--- src/sv/nip_pkg.sv ---
// Package for the nested interrupt priority arbiter.
// Holds sizes, codes, payload structs and the vector helpers.
// No dependencies; every other file imports it.
package nip_pkg;

  localparam int NUM_SOURCES = 12;
  localparam int MAX_NEST    = 4;

  localparam int LEVEL_W    = 2;
  localparam int NUM_LEVELS = 1 << LEVEL_W;
  localparam int POS_W      = (NUM_SOURCES > 1) ? $clog2(NUM_SOURCES) : 1;
  localparam int NEST_W     = $clog2(MAX_NEST + 1);
  localparam int STK_IDX_W  = (MAX_NEST > 1) ? $clog2(MAX_NEST) : 1;

  localparam int SRC_W   = 12;
  localparam int PRIO_W  = 24;
  localparam int PC_W    = 16;
  localparam int HADDR_W = 7;
  localparam int DEPTH_W = 3;
  localparam int CYC_W   = 3;

  localparam int VECTOR_STRIDE = 8;
  localparam int VECTOR_OFFSET = 3;
  localparam logic [CYC_W-1:0] ENTRY_CYCLES = CYC_W'(6);

  typedef enum logic {
    REQ_EVAL   = 1'b0,
    REQ_RETURN = 1'b1
  } req_kind_t;

  // Odd table positions from 3 upwards clear their own request on entry
  function automatic logic [SRC_W-1:0] auto_clear_bits();
    logic [SRC_W-1:0] m;
    m = '0;
    for (int i = 0; i < NUM_SOURCES && i < SRC_W; i++) begin
      m[i] = ((i & 1) != 0) && (i >= 3);
    end
    return m;
  endfunction

  localparam logic [SRC_W-1:0] AUTO_CLEAR_MASK = auto_clear_bits();

  // Vector = interrupt number * 8 + 3; number = pos/2, plus 8 for odd positions
  function automatic logic [HADDR_W-1:0] handler_addr(input logic [POS_W-1:0] pos);
    int n;
    n = int'(pos >> 1) + (pos[0] ? 8 : 0);
    return HADDR_W'(n * VECTOR_STRIDE + VECTOR_OFFSET);
  endfunction

  typedef struct packed {
    logic               found;
    logic [LEVEL_W-1:0] level;
    logic [POS_W-1:0]   pos;
  } pick_t;

  typedef struct packed {
    logic              req_type;
    logic              global_enable;
    logic [SRC_W-1:0]  source_enable;
    logic [SRC_W-1:0]  source_request;
    logic [PRIO_W-1:0] source_priority;
    logic [PC_W-1:0]   current_pc;
  } item_t;

  typedef struct packed {
    logic               taken;
    logic [HADDR_W-1:0] handler_address;
    logic [LEVEL_W-1:0] taken_level;
    logic [PC_W-1:0]    return_address;
    logic [SRC_W-1:0]   clear_mask;
    logic [DEPTH_W-1:0] nest_depth;
    logic [CYC_W-1:0]   entry_cycles;
    logic               return_error;
  } result_t;

endpackage

--- src/sv/nip_nest_ctrl.sv ---
// Nesting stack and entry decision. Holds the level stack and depth count,
// forms the result of the item in the input register. Depends on nip_pkg.
module nip_nest_ctrl
  import nip_pkg::*;
(
  input  logic    clk,
  input  logic    rst_n,
  input  logic    commit,
  input  item_t   item,
  input  pick_t   pick,
  output result_t res
);

  logic [LEVEL_W-1:0]   stack_r [MAX_NEST];
  logic [NEST_W-1:0]    count_r;
  logic [NEST_W-1:0]    count_nxt;
  logic [STK_IDX_W-1:0] top_idx;
  logic [STK_IDX_W-1:0] push_idx;
  logic [LEVEL_W-1:0]   top_lvl;
  logic                 is_return;
  logic                 can_enter;
  logic                 take;
  logic                 pop;
  logic                 err;

  assign is_return = (item.req_type == REQ_RETURN);
  assign top_idx   = STK_IDX_W'(count_r - NEST_W'(1));
  assign push_idx  = STK_IDX_W'(count_r);
  assign top_lvl   = stack_r[top_idx];

  // Enter only above the running handler's level and while there is room
  assign can_enter = pick.found && (count_r < NEST_W'(MAX_NEST)) &&
                     ((count_r == '0) || (pick.level > top_lvl));
  assign take = !is_return && item.global_enable && can_enter;
  assign pop  = is_return && (count_r != '0);
  assign err  = is_return && (count_r == '0);

  always_comb begin
    count_nxt = count_r;
    if (take) begin
      count_nxt = count_r + NEST_W'(1);
    end else if (pop) begin
      count_nxt = count_r - NEST_W'(1);
    end
  end

  always_comb begin
    res                 = '0;
    res.taken           = take;
    res.nest_depth      = DEPTH_W'(count_nxt);
    res.return_error    = err;
    if (take) begin
      res.handler_address = handler_addr(pick.pos);
      res.taken_level     = pick.level;
      res.return_address  = item.current_pc;
      res.clear_mask      = AUTO_CLEAR_MASK & (SRC_W'(1) << pick.pos);
      res.entry_cycles    = ENTRY_CYCLES;
    end
  end

  always_ff @(posedge clk) begin
    if (!rst_n) begin
      count_r <= '0;
      for (int i = 0; i < MAX_NEST; i++) begin
        stack_r[i] <= '0;
      end
    end else if (commit) begin
      count_r <= count_nxt;
      if (take) begin
        stack_r[push_idx] <= pick.level;
      end
    end
  end

endmodule

--- config.mk ---
export PLATFORM = sky130hd
export DESIGN_NAME = nip_nest_ctrl
export DESIGN_NICKNAME = d
export VERILOG_FILES = /design/src/sv/nip_pkg.sv /design/src/sv/nip_nest_ctrl.sv
export SDC_FILE = /design/constraint.sdc
export NUM_CORES = 1
export LEC_CHECK = 0
export ABC_AREA = 0
export BUFFER_PORTS_ARGS = -buffer_cell sky130_fd_sc_hd__buf_2
export CAP_MARGIN = 10
export CORE_MARGIN = 4
export CORE_UTILIZATION = 37
export CTS_CLUSTER_SIZE = 25
export DETAILED_ROUTE_END_ITERATION = 10
export PLACE_DENSITY = 0.86
export REMOVE_ABC_BUFFERS = 1
export SLEW_MARGIN = 10
export SYNTH_ARGS = -nofsm -noshare
export SYNTH_HDL_FRONTEND = slang
export SYNTH_SLANG_ARGS = --single-unit
--- constraint.sdc ---
create_clock -name clk -period 7.49 [get_ports clk]
set_clock_uncertainty 0.05 [all_clocks]
set_input_delay 0.3745 -clock clk [delete_from_list [all_inputs] [get_ports clk]]
set_output_delay 0.3745 -clock clk [all_outputs]
set_load 0.01 [all_outputs]
; Yosys cells after proc, flatten, opt, wreduce, memory -nomap -nowiden
; Memory sizes are Yosys's and may differ from the RTL's.
; Cells that the tools add are included.
[totals]
input_bits = 76
regBits = 3
mem_bits_rw = 8
n_memories = 1
wordCells = 33
[classes]
addsub = 4
n_mux = 13
shift = 1
n_reduce_logical = 11
n_lt_le_gt_ge = 2
[memory_table]
columns = name, depth, width, read_ports, rd_ports_with_merged_regs, write_ports, line
row1 = stack_r, 4, 2, 1, 0, 4, nip_nest_ctrl.sv:14  ; logic [LEVEL_W-1:0] stack_r [MAX_NEST];
[ops]
columns = cell, n
row1 = $mux 37, 1
row2 = $shl 1x4->12 const A, 1
row3 = $mux 3, 3
row4 = $add 7x2->7 const B, 1
row5 = $logic_and 1x1->1, 6
row6 = $mux 1, 6
row7 = $add 3x4->4, 1
row8 = $mux 2, 2
row9 = $mux 4, 1
row10 = $add 3x1->3 const B, 1
row11 = $logic_not 3->1, 1
row12 = $lt 3x3->1 const B, 1
row13 = $reduce_bool 3->1, 1
row14 = $sub 3x1->3 const B, 1
row15 = $gt 2x2->1, 1
row16 = $reduce_or 2->1, 1
row17 = $logic_not 1->1, 1
row18 = $logic_or 1x1->1, 1

; Depth between registers and ports, before layout
; An unclocked memory read counts as a cell.
[depth]
depth_word = 12
depth_mapped = 11

; Worst setup path before layout
; Ideal clock, no wire load.
[synth_path]
kind = reg-to-output
start = register count_r[0]
end = output res[10] (netlist bit)
required_ns = 7.065
path_slack_ns = 4.590
arrival_time_ns = 2.476
path_stages_with_launch = 11
n_path_buf = 1
cell_sequence = dfxtp_1 inv_1 ha_1 mux4_2 inv_1 ha_1 nor2b_1 o21a_1 o21ai_2 buf_6 nor4_1
[synth_lines]
columns = element, line
row1 = from (decl), nip_nest_ctrl.sv:15  ; logic [NEST_W-1:0] count_r;
row2 = from (signal assigned), nip_nest_ctrl.sv:68  ; count_r <= count_nxt;
row3 = to (decl), nip_nest_ctrl.sv:11  ; output result_t res

==> results.json <==
{
  "port_buffers": 63,
  "multi_input_comb_area_um2": 655.6,
  "register_area_um2": 300.3,
  "grt_util_all_layers_pct": 13.80,
  "fillers": 271,
  "die_h_um": 62.89,
  "synth_top_family_by_area": "simple AND/OR/NAND/NOR gates",
  "path_class": "reg -> out",
  "place_congestion": 0.8219,
  "ys.warnings.count": 0,
  "timing.critical_path.buf_inv": 4,
  "pre_cts_slack_ps": 4203,
  "synth.distinct_cells": 39,
  "setup_ws_ps": 3969,
  "cts_sinks": 11,
  "fmax_mhz": 284.0,
  "p_per_area_nw_per_um2": 181.6,
  "utilization_pct": 48.56,
  "synth_edf_count": 8,
  "cpLargestDelayFamily": "adder cells",
  "clk_pin_slew_ps": 60,
  "netlist_instances": 131,
  "syn_to_final_growth_pct": 23.23,
  "io_pins": 121,
  "firstDrtPassIters": 4,
  "tns_ps": 0,
  "critPathMaxStageDelay_ps": 470,
  "antenna_found_initial": 0,
  "antennaDiodeCount": 0,
  "hp-start": "commit",
  "synth-xor-area-share_pct": 0.7856,
  "holdBufCountCts": 0,
  "reg2reg_to": "stack_r[0][1]",
  "grt_max_degree": 26,
  "drv_cap": 0,
  "synth_compound_area_share_pct": 12.91,
  "finalCritPeriodShare_pct": 47.01,
  "power_leakage_nw": 0.7151,
  "die_w_um": 62.89,
  "cts_tree": "yes",
  "grt_pass1_vias": 1058,
  "yosys.area_share.simple_pct": 31.54,
  "hold_viol": 0,
  "coreArea_um2": 2829,
  "clockBufferDepth": 2,
  "whs_endpoint": "count_r[2]",
  "status": "completed",
  "synth_area_per_cell_um2": 8.510,
  "htreeDepth": 1,
  "ir_drop_mv": 0.04452,
  "drt_wl_total_mm": 2.697,
  "cts_resized": 0,
  "setup_viol": 0,
  "dieArea_um2": 3955,
  "critPathRequiredTime_ps": 7070,
  "drv_slew": 0,
  "slowest_stage": "dfxtp_1",
  "synth_flop_cell": "edfxtp_1",
  "drive_gt1_share_pct": 40.54,
  "reg2reg_depth": 10,
  "cp-start-kind": "register",
  "ant_nets": 0,
  "min_path_type": "in -> reg",
  "row_count": 19,
  "setup.worst_path.end_class": "output port",
  "power_mw": 0.2495,
  "hold_path_depth": 2,
  "fin_nets": 267,
  "drt_iter0_drc": 73,
  "avgRoutedWirePerCell_um": 12.49,
  "rsz0062_at_grt": "no",
  "root_buffer": "clkbuf_4",
  "synth-seq-area-share_pct": 26.94,
  "grt_pass1_wl_mm": 4.540,
  "synthMuxAreaShare_pct": 4.938,
  "path_max_fanout": 21,
  "period_minus_slack_ps": 3521,
  "crit_path_cell_trace": "inv_1 -> ha_1 -> mux4_2 -> inv_1 -> ha_1 -> nor2b_1 -> o21a_1 -> o21ai_2 -> buf_4 -> nor4b_1 -> buf_2",
  "vias_per_cell": 5.042,
  "start_util_pct": 39.41,
  "syn_area_um2": 1115,
  "async_flop_share_pct": 0,
  "gr-total-overflow": 0,
  "cts_buffers": 3,
  "crit-reg2reg-launch": "count_r[0]",
  "hpwl_mm": 2.266,
  "synth-seq-cells": 11,
  "post-route-drc-count": 0,
  "post_cts_buffers": 0,
  "clock_latency_ps": 260,
  "cp.arrival_ps": 3100,
  "regToRegSetupSlack_ps": 4410,
  "via_count": 1089,
  "synthAdderAreaFrac_pct": 5.612
}
metal layers:
| metal | up-vias | GRT usage [%] | wire [µm] |
|---|---|---|---|
| li1 | 545 | - | - |
| met1 | 478 | 17.05 | 1052 |
| met2 | 64 | 24.11 | 1330 |
| met3 | 2 | 1.978 | 291 |
| met4 | 0 | 4.959 | 23 |
| met5 | - | 0 | 0 |
flip-flops by register name (all words and copies together), names as in the netlist:
register and cells:
stack_r 8, count_r 3
through the flow:
stage	hold WS, ps	std cells	area, µm²
after global placement	513.2	212	1348
after detailed placement	529.0	212	1348
after global routing	392.9	216	1374
final	365.5	216	1374
after CTS	354.7	216	1374
after floorplan	424.7	117	985.9
worst register-to-register path: stages (launching register included):
cell	delay, ps
dfxtp_1	470
inv_1	220
ha_1	460
mux4_2	320
inv_1	70
ha_1	230
nor2b_1	150
o21a_1	210
o21ai_2	180
buf_4	280
o21ai_0	190
worst max path at each step:
stage	depth (start not counted)	startpoint	end	slack [ps]
detailed placement	11	count_r[0]	res[14]	4200
floorplan	10	count_r[0]	res[19]	4030
global placement	11	count_r[0]	res[14]	4250
global route	11	count_r[0]	res[14]	3670
CTS	11	count_r[0]	res[14]	3900
finish	11	count_r[0]	res[14]	3970
power breakdown:
part	total (mW)	switching, mW	internal, mW
clock network	0.0385	0.0179	0.0206
registers	0.0778	0.00679	0.0710
logic	0.133	0.0790	0.0544
total	0.250	0.104	0.146
layout by cell type (no fill, tap or decap), types with 2 or more instances in the layout:
cell,count
buf_2,63
and2_1,21
nand2_1,9
nor3_1,9
conb_1,9
edfxtp_1,8
inv_1,7
nand3_1,6
ha_1,5
o21ai_0,4
o211ai_1,3
nor4_1,3
clkbuf_4,3
dfxtp_1,3
o21ai_1,2
nand2b_1,2
a21oi_1,2
o311ai_1,2
mux4_2,2
nor2_1,2
and3_1,2
synth_stat cells, types with 2 or more instances:
master	number	area [µm²]
o21ai_0	4	20.02
nand3_1	6	30.03
dfxtp_1	3	60.06
buf_6	2	22.52
and2_1	21	131.4
nor3_1	9	45.04
mux4_2	2	45.04
o311ai_1	2	17.52
edfxtp_1	8	240.2
a21oi_1	2	10.01
nand2_1	9	33.78
nor2_1	2	7.510
nor4_1	3	18.77
o21ai_1	2	10.01
and3_1	2	12.51
inv_1	7	26.28
ha_1	5	62.56
nand2b_1	2	12.51
buf_4	15	112.6
o211ai_1	3	22.52
buf_2	4	20.02
kinds of logic after synthesis:
group / after synthesis
compound gates: 20
xor+xnor: 1
fa+ha+maj: 5
buf+inv: 30
flops: 11
mux: 3
other cells: 1
simple gates: 60
final cells by class:
class                           count  area share (%)
Timing Repair Buffer               64           23.50
Tap cell                           31           2.823
Inverter                            8           2.186
Clock buffer                        4           1.913
Sequential cell                    11           21.86
Multi-Input combinational cell     98           47.72
Power figures use the tool's default switching activity.
